File: src/design/arxpmf_pkg.sv
package arxpmf_pkg;

  localparam int SAMPLE_W = 16;
  localparam int COEF_W   = 16;
  localparam int PROD_W   = SAMPLE_W + COEF_W;
  localparam int FRAC_W   = 13;
  localparam int DELAY_W  = 4;

  // Coefficient registers that exist on the configuration port
  localparam int NUM_CFG_A = 3;
  localparam int NUM_CFG_B = 3;

  localparam int CFG_IDX_W  = 3;
  localparam int CFG_DATA_W = 16;

  localparam logic [CFG_IDX_W-1:0] CFG_A_COEF_1       = 3'd0;
  localparam logic [CFG_IDX_W-1:0] CFG_A_COEF_2       = 3'd1;
  localparam logic [CFG_IDX_W-1:0] CFG_A_COEF_3       = 3'd2;
  localparam logic [CFG_IDX_W-1:0] CFG_B_COEF_0       = 3'd3;
  localparam logic [CFG_IDX_W-1:0] CFG_B_COEF_1       = 3'd4;
  localparam logic [CFG_IDX_W-1:0] CFG_B_COEF_2       = 3'd5;
  localparam logic [CFG_IDX_W-1:0] CFG_TRANSPORT_DELAY = 3'd6;

  typedef logic signed [SAMPLE_W-1:0] sample_t;
  typedef logic signed [COEF_W-1:0]   coef_t;
  typedef logic signed [PROD_W-1:0]   prod_t;

  typedef struct packed {
    sample_t plant_input;
    sample_t disturbance;
  } in_item_t;

  typedef struct packed {
    sample_t noisy_output;
    sample_t clean_output;
    logic    saturated;
  } out_item_t;

  // Per-cell control of the dead-time line
  typedef struct packed {
    logic shift;
    logic load;
  } dt_ctrl_t;

endpackage

File: src/design/arxpmf_dt_cell.sv
module arxpmf_dt_cell
  import arxpmf_pkg::*;
(
  input  logic     clk_i,
  input  dt_ctrl_t ctrl_i,
  input  sample_t  next_i,
  input  sample_t  sample_i,
  output sample_t  q_o
);

  sample_t data_q;

  // load takes the new sample at the tail, shift pulls from the next cell
  always_ff @(posedge clk_i) begin
    if (ctrl_i.load) begin
      data_q <= sample_i;
    end else if (ctrl_i.shift) begin
      data_q <= next_i;
    end
  end

  assign q_o = data_q;

endmodule

File: config.mk
export PLATFORM = sky130hd
export DESIGN_NAME = arxpmf_dt_cell
export DESIGN_NICKNAME = d
export VERILOG_FILES = /design/src/design/arxpmf_pkg.sv /design/src/design/arxpmf_dt_cell.sv
export SDC_FILE = /design/constraint.sdc
export NUM_CORES = 1
export LEC_CHECK = 0
export BUFFER_PORTS_ARGS = -buffer_cell sky130_fd_sc_hd__buf_2
export CAP_MARGIN = 20
export CORE_MARGIN = 5
export CORE_UTILIZATION = 42
export CTS_BUF_LIST = sky130_fd_sc_hd__clkbuf_16
export DETAILED_ROUTE_END_ITERATION = 8
export GPL_TIMING_DRIVEN = 0
export PLACE_DENSITY = 0.82
export SYNTH_ARGS = -nofsm -noshare
export SYNTH_HDL_FRONTEND = slang
export SYNTH_SLANG_ARGS = --single-unit
File: constraint.sdc
create_clock -name clk_i -period 3 [get_ports clk_i]
set_input_delay 0 -clock clk_i [delete_from_list [all_inputs] [get_ports clk_i]]
set_output_delay 0 -clock clk_i [all_outputs]
set_load 0.1 [all_outputs]
==> results.json <==
{
  "run_status": "finished, final reports clean",
  "route.antenna.remaining_nets": 0,
  "min-delay-path-class": "primary input to register",
  "drt_first_iter_violations": 1,
  "slowest_stage": "sky130_fd_sc_hd__buf_2",
  "core_region_area_mm2": 0.00169,
  "synth_cell_type_count": 6,
  "h_tree_depth": 1,
  "timing.setup.tns_ns": 0,
  "avgRoutedWirePerCell_um": 14.9,
  "start_util_pct": 43.3,
  "critical-path-top-delay-family": "buffers and inverters",
  "row_count": 15,
  "ctsRootBufferMaster": "sky130_fd_sc_hd__clkbuf_16",
  "finalMaxSlewViolations": 0,
  "die_h_um": 51.7,
  "synthesis.instances": 35,
  "detail_route.vias_per_cell": 4.96,
  "design.final.nets": 124,
  "place_congestion": 0.655,
  "grt_setup_unrepaired": "no",
  "cts_max_path_buffers": 2,
  "die_area_mm2": 0.00268,
  "post_route_cells_drive_above_1_share_pct": 79.5,
  "grt_first_pass_wirelength_um": 2430,
  "tightestPinTransition_ns": 0.659,
  "largest_reg_flops": 16,
  "chain_of_cells_forming_the_critical_path": "buf_2",
  "postCtsSetupRepairBufs": 0,
  "syn_area_per_cell_um2": 20.9,
  "grt_max_degree": 17,
  "hold_path_end": "q_o[4]$_DFFE_PP_",
  "synth.yosys.seq_area_share_pct": 65.6,
  "critPathRequiredTime_ns": 3.00,
  "fmax_mhz": 1000,
  "setup.worst_path.class": "register to output pin",
  "tritoncts": "built",
  "critical_path.endpoint_type": "output pin",
  "part_of_the_cycle_the_worst_path_needs_pct": 33.3,
  "numPlacedInstances": 101,
  "leakagePower_nw": 0.513,
  "worst_ep_arrival_time_ns": 1.00,
  "ir_drop_mv": 0.380,
  "areaGrowthSynthToFinish_pct": 47.2,
  "critical_path.startpoint_type": "register",
  "synth_area_um2": 732,
  "stdcell_count": 105,
  "ios": 51,
  "post_cts.resized_instances": 0,
  "final_period_minus_worst_setup_slack_ns": 0.998,
  "timing.hold.worst.start": "next_i[4]",
  "antenna_violations_before_repair": 0,
  "tritoncts.num_buffers": 3,
  "first_pass_iters": 2,
  "cts.reportedPaths.clkPinSlew_ns": 0.05,
  "synth_fp_nets": 70,
  "worst-path-buf-inv": 1,
  "numPortBuffers": 49,
  "hold_path_depth": 2,
  "via_count_of_the_first_global_routing_pass": 534,
  "critical-path-max-stage-delay_ns": 0.43,
  "ys.warnings.count": 0,
  "grt.total_usage_pct": 12.7,
  "num_antenna_cells": 0,
  "route.final.wire_length_um": 1560,
  "cts_hold_repair.buffers": 0,
  "grt_remaining_overflow": 0,
  "cts.sink_count": 16,
  "synth-seq-cells": 16,
  "final_report_hold_violation_count": 0,
  "drc_errors": 0,
  "timing.final.setup_violations": 0,
  "die_x_um": 51.7,
  "critical_path_peak_fanout": 1,
  "power.total_mw": 0.796,
  "maxCapViolations": 0,
  "power_per_cell_area_mw_per_mm2": 739,
  "slew_headroom_pct": 56.1,
  "dr_total_vias": 521
}
[cells in the final DEF, fill, tap and decap left out]
| master | count |
|---|---|
| sky130_fd_sc_hd__buf_6 | 1 |
| sky130_fd_sc_hd__mux2_2 | 7 |
| sky130_fd_sc_hd__buf_12 | 1 |
| sky130_fd_sc_hd__edfxtp_1 | 16 |
| sky130_fd_sc_hd__buf_2 | 49 |
| sky130_fd_sc_hd__clkbuf_16 | 3 |
| sky130_fd_sc_hd__mux2_4 | 9 |
| sky130_fd_sc_hd__clkinv_1 | 1 |
| sky130_fd_sc_hd__or2_1 | 1 |
[through the flow]
stage                     utilization, %  hold WS [ns]  area [um^2]  setup slack (ns)
after CTS                           63.8        0.0537         1080              1.99
after global routing                63.8        0.0563         1080              1.96
final                               63.8        0.0558         1080              2.00
after floorplan                        -         0.217          732              1.96
after detailed placement            59.1         0.303          998              1.79
after global placement              59.1         0.300          998              1.85
[synth_stat cells]
master / count / area (um^2)
sky130_fd_sc_hd__or2_1: 1 / 6.26
sky130_fd_sc_hd__edfxtp_1: 16 / 480
sky130_fd_sc_hd__buf_12: 1 / 20.0
sky130_fd_sc_hd__buf_6: 1 / 11.3
sky130_fd_sc_hd__mux2_4: 9 / 135
sky130_fd_sc_hd__mux2_2: 7 / 78.8
[where the power goes]
part | total, mW | internal, mW | switching, mW
clock network | 0.254 | 0.176 | 0.0775
logic | 0.262 | 0.0553 | 0.206
registers | 0.281 | 0.275 | 0.00575
total | 0.796 | 0.507 | 0.290
[layer usage]
metal | share of wire [%] | global-route usage [%] | vias up | wire length [um]
li1 | - | - | 243 | -
met1 | 37 | 13.8 | 231 | 578
met2 | 46 | 21.0 | 45 | 720
met3 | 15 | 5.44 | 2 | 242
met4 | 1.5 | 6.55 | 0 | 23
met5 | 0 | 0 | - | 0
[worst max-delay path by stage]
stage / startpoint / depth (start not counted) / endpoint / slack (ns)
5_1_grt: q_o[8]$_DFFE_PP_ / 1 / q_o[8] / 1.96
3_5_place_dp: ctrl_i[0] / 3 / q_o[3]$_DFFE_PP_ / 1.79
2_1_floorplan: ctrl_i[0] / 3 / q_o[0]$_DFFE_PP_ / 1.96
4_1_cts: q_o[6]$_DFFE_PP_ / 1 / q_o[6] / 1.99
3_3_place_gp: ctrl_i[0] / 3 / q_o[15]$_DFFE_PP_ / 1.85
6_report: q_o[0]$_DFFE_PP_ / 1 / q_o[0] / 2.00
[logic make-up after synthesis]
| group | count (synthesis) | share of synthesized area (%) |
|---|---|---|
| buf+inv | 2 | 4.27 |
| flops | 16 | 65.6 |
| mux | 16 | 29.2 |
| simple gates | 1 | 0.855 |
[cell type report]
cell class                      instances  area (um^2)
Clock buffer                            3         75.1
Timing Repair Buffer                   49          245
Buffer                                  2         31.3
Fill cell                             128          612
Tap cell                               17         21.3
Multi-Input combinational cell         17          220
Clock inverter                          1         3.75
Sequential cell                        16          480
(Power assumes the default switching activity.)
