File: config.mk
export PLATFORM = sky130hd
export DESIGN_NAME = arxpmf_tap_cell
export DESIGN_NICKNAME = d
export VERILOG_FILES = /design/src/design/arxpmf_pkg.sv /design/src/design/arxpmf_tap_cell.sv
export SDC_FILE = /design/constraint.sdc
export NUM_CORES = 1
export LEC_CHECK = 0
export BUFFER_PORTS_ARGS = -buffer_cell sky130_fd_sc_hd__buf_2
export CELL_PAD_IN_SITES_DETAIL_PLACEMENT = 1
export CELL_PAD_IN_SITES_GLOBAL_PLACEMENT = 1
export CORE_UTILIZATION = 44
export CTS_CLUSTER_SIZE = 24
export DETAILED_ROUTE_END_ITERATION = 10
export HOLD_SLACK_MARGIN = 0.12
export PLACE_DENSITY_LB_ADDON = 0.1
export SYNTH_ARGS = -nofsm -noshare
export SYNTH_HDL_FRONTEND = slang
export SYNTH_SLANG_ARGS = --single-unit
File: constraint.sdc
create_clock -name clk_i -period 8.4 [get_ports clk_i]
set_input_delay 0.84 -clock clk_i [delete_from_list [all_inputs] [get_ports clk_i]]
set_output_delay 0.84 -clock clk_i [all_outputs]
set_load 0.03 [all_outputs]
File: src/design/arxpmf_pkg.sv
package arxpmf_pkg;

  localparam int SAMPLE_W = 16;
  localparam int COEF_W   = 16;
  localparam int PROD_W   = SAMPLE_W + COEF_W;
  localparam int FRAC_W   = 13;
  localparam int DELAY_W  = 4;

  // Coefficient registers that exist on the configuration port
  localparam int NUM_CFG_A = 3;
  localparam int NUM_CFG_B = 3;

  localparam int CFG_IDX_W  = 3;
  localparam int CFG_DATA_W = 16;

  localparam logic [CFG_IDX_W-1:0] CFG_A_COEF_1       = 3'd0;
  localparam logic [CFG_IDX_W-1:0] CFG_A_COEF_2       = 3'd1;
  localparam logic [CFG_IDX_W-1:0] CFG_A_COEF_3       = 3'd2;
  localparam logic [CFG_IDX_W-1:0] CFG_B_COEF_0       = 3'd3;
  localparam logic [CFG_IDX_W-1:0] CFG_B_COEF_1       = 3'd4;
  localparam logic [CFG_IDX_W-1:0] CFG_B_COEF_2       = 3'd5;
  localparam logic [CFG_IDX_W-1:0] CFG_TRANSPORT_DELAY = 3'd6;

  typedef logic signed [SAMPLE_W-1:0] sample_t;
  typedef logic signed [COEF_W-1:0]   coef_t;
  typedef logic signed [PROD_W-1:0]   prod_t;

  typedef struct packed {
    sample_t plant_input;
    sample_t disturbance;
  } in_item_t;

  typedef struct packed {
    sample_t noisy_output;
    sample_t clean_output;
    logic    saturated;
  } out_item_t;

  // Per-cell control of the dead-time line
  typedef struct packed {
    logic shift;
    logic load;
  } dt_ctrl_t;

endpackage

File: src/design/arxpmf_tap_cell.sv
module arxpmf_tap_cell
  import arxpmf_pkg::*;
#(
  parameter bit USE_NEXT = 1'b0
) (
  input  logic    clk_i,
  input  logic    rst_ni,
  input  logic    en_i,
  input  sample_t din_i,
  input  coef_t   coef_i,
  output sample_t q_o,
  output prod_t   prod_o
);

  sample_t data_q;
  sample_t data_d;
  sample_t operand;

  assign data_d  = en_i ? din_i : data_q;
  // input taps weigh the freshly shifted sample, output taps the stored one
  assign operand = USE_NEXT ? data_d : data_q;
  assign prod_o  = coef_i * operand;
  assign q_o     = data_q;

  always_ff @(posedge clk_i or negedge rst_ni) begin
    if (!rst_ni) begin
      data_q <= '0;
    end else begin
      data_q <= data_d;
    end
  end

endmodule

==> impl_table.tex <==
\begin{tabular}{lr}
\hline
Metric & Value \\
\hline
\multicolumn{2}{l}{\textbf{Clock network}} \\
\quad Clock latency reported for the late side of the worst-skew pair & 240 ps \\
\quad CTS Root Buffer Type & sky130\_fd\_sc\_hd\_\_clkbuf\_16 \\
\quad Post CTS Setup Buffer Count & 0 \\
\quad \# clock sinks & 16 \\
\quad CTS Buf Count & 3 \\
\quad CTS tree & yes \\
\quad Resized cells post-CTS & 0 \\
\quad Clock slew seen by the registers of the worst setup and hold paths & 50 ps \\
\quad Number of buffers between clock root and the deepest sink & 2 \\
\quad \# H-tree levels & 1 \\
\quad Hold buffer count at CTS & 0 \\
\multicolumn{2}{l}{\textbf{Floorplanning}} \\
\quad Initial cell density of the core & 44.9\% \\
\quad Area of the core & between 20000 and 25000 um\^{}2 \\
\quad Width of the chip & roughly 160 um \\
\quad Top-level port count & 83 \\
\quad Vertical die dimension & 157 um \\
\quad Area of the die & 24600 um\^{}2 \\
\quad Core Rows & 56 \\
\multicolumn{2}{l}{\textbf{Timing}} \\
\quad Highest attainable clock frequency & $\sim$0.13 GHz \\
\quad Hold Slack & 503 ps \\
\quad Total negative setup slack & 0 ps \\
\quad Setup repair after global routing missed its margin & false \\
\quad Setup violations, final & 0 \\
\quad Fraction of the cycle the final worst path needs & around 93\% \\
\quad Final worst path period need & 7800 ps \\
\quad Slew margin rel. & between 40\% and 50\% \\
\quad Actual transition at the worst max-transition pin & 835 ps \\
\quad Worst clock skew & 0 ps \\
\quad Hold Fails Final Rpt & 0 \\
\quad Final Slew Violations & 0 \\
\multicolumn{2}{l}{\textbf{Critical path}} \\
\quad R2r worst-path depth & 2 \\
\quad Capture point of the critical path & prod\_o[31] \\
\quad Critical path origin & q\_o[4] \\
\quad Arrival time of data at the critical path endpoint & 6960 ps \\
\quad Worst setup SP type & flip-flop \\
\quad Critical path peak fanout & 18 \\
\quad Critical path class & flip-flop to output pin \\
\quad Worst reg2reg path endpoint & q\_o[15] \\
\quad Capturing element type of the critical path & output pin \\
\quad Launch instance of the worst register-to-register path & q\_o[15] \\
\quad R2R setup slack & 7120 ps \\
\quad Critical Path RT & 7560 ps \\
\multicolumn{2}{l}{\textbf{Route}} \\
\quad Number of DRC markers after the initial detailed-route iteration & 269 \\
\quad Number of nets with antenna violations after routing & 0 \\
\quad Routed WL & 27300 um \\
\quad \# DRC & 0 \\
\quad Average detailed-routed wire length per instance & 18.2 um \\
\quad Avg Vias per Cell & 5.02 \\
\quad Vias & 7560 \\
\quad Number of optimization iterations in the first detailed-route pass & 6 \\
\multicolumn{2}{l}{\textbf{Synthesis}} \\
\quad Combined area of all synthesized cells & 10500 um\^{}2 \\
\quad Yosys warns & 0 \\
\quad Total of flip-flops plus latches after synthesis & 16 \\
\quad Main flop type after synthesis & sky130\_fd\_sc\_hd\_\_dfrtp\_1 \\
\quad Share of the synthesized area in the top cell type & 49.8\% \\
\quad Top post-synthesis cells by count & 291 x sky130\_fd\_sc\_hd\_\_inv\_1, 262 x sky130\_fd\_sc\_hd\_\_fa\_1, 131 x sky130\_fd\_sc\_hd\_\_nand2\_1, 122 x sky130\_fd\_sc\_hd\_\_and2\_1, 82 x sky130\_fd\_sc\_hd\_\_ha\_1 \\
\quad Synth Instances & 1134 \\
\quad Largest area contributor in the netlist & sky130\_fd\_sc\_hd\_\_fa\_1 \\
\quad Number of library cell types mapped by synthesis & 55 \\
\quad Main area contributors after synthesis & sky130\_fd\_sc\_hd\_\_fa\_1 50\%, sky130\_fd\_sc\_hd\_\_inv\_1 10\%, sky130\_fd\_sc\_hd\_\_ha\_1 9.7\%, sky130\_fd\_sc\_hd\_\_and2\_1 7.2\%, sky130\_fd\_sc\_hd\_\_nand2\_1 4.7\% \\
\quad Most common cell in the netlist & sky130\_fd\_sc\_hd\_\_inv\_1 \\
\quad Number of enable flip-flop cells after synthesis & 0 \\
\quad Number of nets produced by synthesis & 1513 \\
\quad Sequential area share after synthesis & 3.80\% \\
\quad Mean cell area of the mapped netlist & approximately 9.3 um\^{}2 \\
\quad Async set or reset register ratio after synthesis & 100\% \\
\multicolumn{2}{l}{\textbf{Global route}} \\
\quad Number of global-route vias before repair & 8653 \\
\quad Wire length of the first global-routing pass & 45800 um \\
\quad Largest net degree at the start of global routing & 19 \\
\quad Total congestion overflow after global routing & 0 \\
\quad Total routing usage reported by global routing & 24.3\% \\
\quad Number of antenna violations at the first check in global routing & 0 \\
\multicolumn{2}{l}{\textbf{Flow run}} \\
\quad Number of maximum-capacitance violations & 0 \\
\multicolumn{2}{l}{\textbf{Placed design}} \\
\quad Count of buffers from port buffering & 82 \\
\quad Count of placed standard cells including taps & approximately 1500 \\
\quad DP HPWL & 23300 um \\
\quad Placer congestion estimate & 0.799 \\
\multicolumn{2}{l}{\textbf{Outcome}} \\
\quad Outcome & complete, no violations \\
\multicolumn{2}{l}{\textbf{Cells and area}} \\
\quad Count of inserted antenna diode cells & 0 \\
\quad Non-filler instance count after layout & 1506 \\
\quad Share of cells above drive strength 1 & 10.4\% \\
\quad Flip-flop count of the largest register, all copies and words added & 16 \\
\quad P\&R area growth vs syn & 7.33\% \\
\quad Final-stage net count & 1567 \\
\multicolumn{2}{l}{\textbf{Hold path}} \\
\quad Kind of path behind the tightest hold check & primary input to asynchronous set/reset pin \\
\hline
\end{tabular}
[cells by family (layout without fill, tap and decap cells)]
| family | Yosys count | after routing | synth area share, % |
|---|---|---|---|
| adder cells (fa/ha/maj) | 344 | 344 | 59.5 |
| multiplexers | 16 | 16 | 1.70 |
| XOR/XNOR | 34 | 34 | 2.83 |
| flip-flops | 16 | 16 | 3.80 |
| buffers and inverters | 331 | 384 | 12.1 |
| AO/OA/AOI/OAI | 82 | 82 | 5.27 |
| AND/OR/NAND/NOR | 311 | 311 | 14.8 |
[metal layers]
metal  vias to the layer above  share of wire [%]  GRT usage, %
li1                       3433                  -             -
met1                      4013                 44          33.4
met2                       102                 52          43.7
met3                        12                2.8          1.47
met4                         0               0.59          2.19
met5                         -                  0             0
[how the worst min path moves through the flow]
stage,start,to,slack (ps),cells after the start
global route,rst_ni,q_o[8],540,1
finish,rst_ni,q_o[14],500,1
floorplan,rst_ni,q_o[0],540,0
CTS,rst_ni,q_o[14],520,1
global placement,rst_ni,q_o[14],770,1
detailed placement,rst_ni,q_o[14],780,1
[cell type report]
cell class / count / area (um^2)
well taps: 319 / 399
flip-flops and latches: 16 / 400
repair buffers: 89 / 463
inverters: 291 / 1090
clock buffers: 4 / 88.8
multi-input cells: 787 / 8860
fillers: 2767 / 12200
[critical path, stage by stage (launching register included)]
cell,delay (ps)
sky130_fd_sc_hd__dfrtp_1,860
sky130_fd_sc_hd__nand2_1,280
sky130_fd_sc_hd__fa_1,620
sky130_fd_sc_hd__inv_1,80
sky130_fd_sc_hd__fa_1,750
sky130_fd_sc_hd__fa_1,520
sky130_fd_sc_hd__fa_1,510
sky130_fd_sc_hd__fa_1,520
sky130_fd_sc_hd__inv_1,60
sky130_fd_sc_hd__fa_1,480
sky130_fd_sc_hd__inv_1,50
sky130_fd_sc_hd__ha_1,340
sky130_fd_sc_hd__nand2_1,130
sky130_fd_sc_hd__a211oi_1,290
sky130_fd_sc_hd__nand4_1,150
sky130_fd_sc_hd__o21ai_2,230
sky130_fd_sc_hd__nor3_2,100
sky130_fd_sc_hd__o21a_1,210
sky130_fd_sc_hd__o311ai_1,290
sky130_fd_sc_hd__buf_2,250
[placed cells by master (no fill, tap or decap), types with 3 or more instances in the layout]
cell type / n
sky130_fd_sc_hd__nand4_1: 4
sky130_fd_sc_hd__nor2b_1: 3
sky130_fd_sc_hd__buf_4: 7
sky130_fd_sc_hd__a21o_1: 6
sky130_fd_sc_hd__buf_2: 82
sky130_fd_sc_hd__fa_1: 262
sky130_fd_sc_hd__mux2_2: 15
sky130_fd_sc_hd__dfrtp_1: 16
sky130_fd_sc_hd__nand2_1: 131
sky130_fd_sc_hd__nand3_1: 7
sky130_fd_sc_hd__a21oi_1: 23
sky130_fd_sc_hd__nor3_1: 5
sky130_fd_sc_hd__a31oi_1: 6
sky130_fd_sc_hd__clkbuf_16: 3
sky130_fd_sc_hd__nand2b_1: 5
sky130_fd_sc_hd__xnor2_1: 28
sky130_fd_sc_hd__a211oi_1: 4
sky130_fd_sc_hd__inv_1: 291
sky130_fd_sc_hd__o21ai_0: 14
sky130_fd_sc_hd__and2_1: 122
sky130_fd_sc_hd__nor2_1: 25
sky130_fd_sc_hd__xor2_1: 6
sky130_fd_sc_hd__ha_1: 82
sky130_fd_sc_hd__o21bai_1: 4
sky130_fd_sc_hd__o21a_1: 3
[stage by stage]
step / worst slack (ps) / utilization [%] / area (um^2)
2_1_floorplan: 809 / - / 10500
3_3_place_gp: 669 / 47.8 / 11200
3_5_place_dp: 602 / 47.8 / 11200
4_1_cts: 495 / 48.2 / 11300
5_1_grt: 136 / 48.2 / 11300
6_report: 597 / 48.2 / 11300
Power is not shown: default switching activity piles up to over one toggle a cycle in this logic, so the estimate is an artifact.
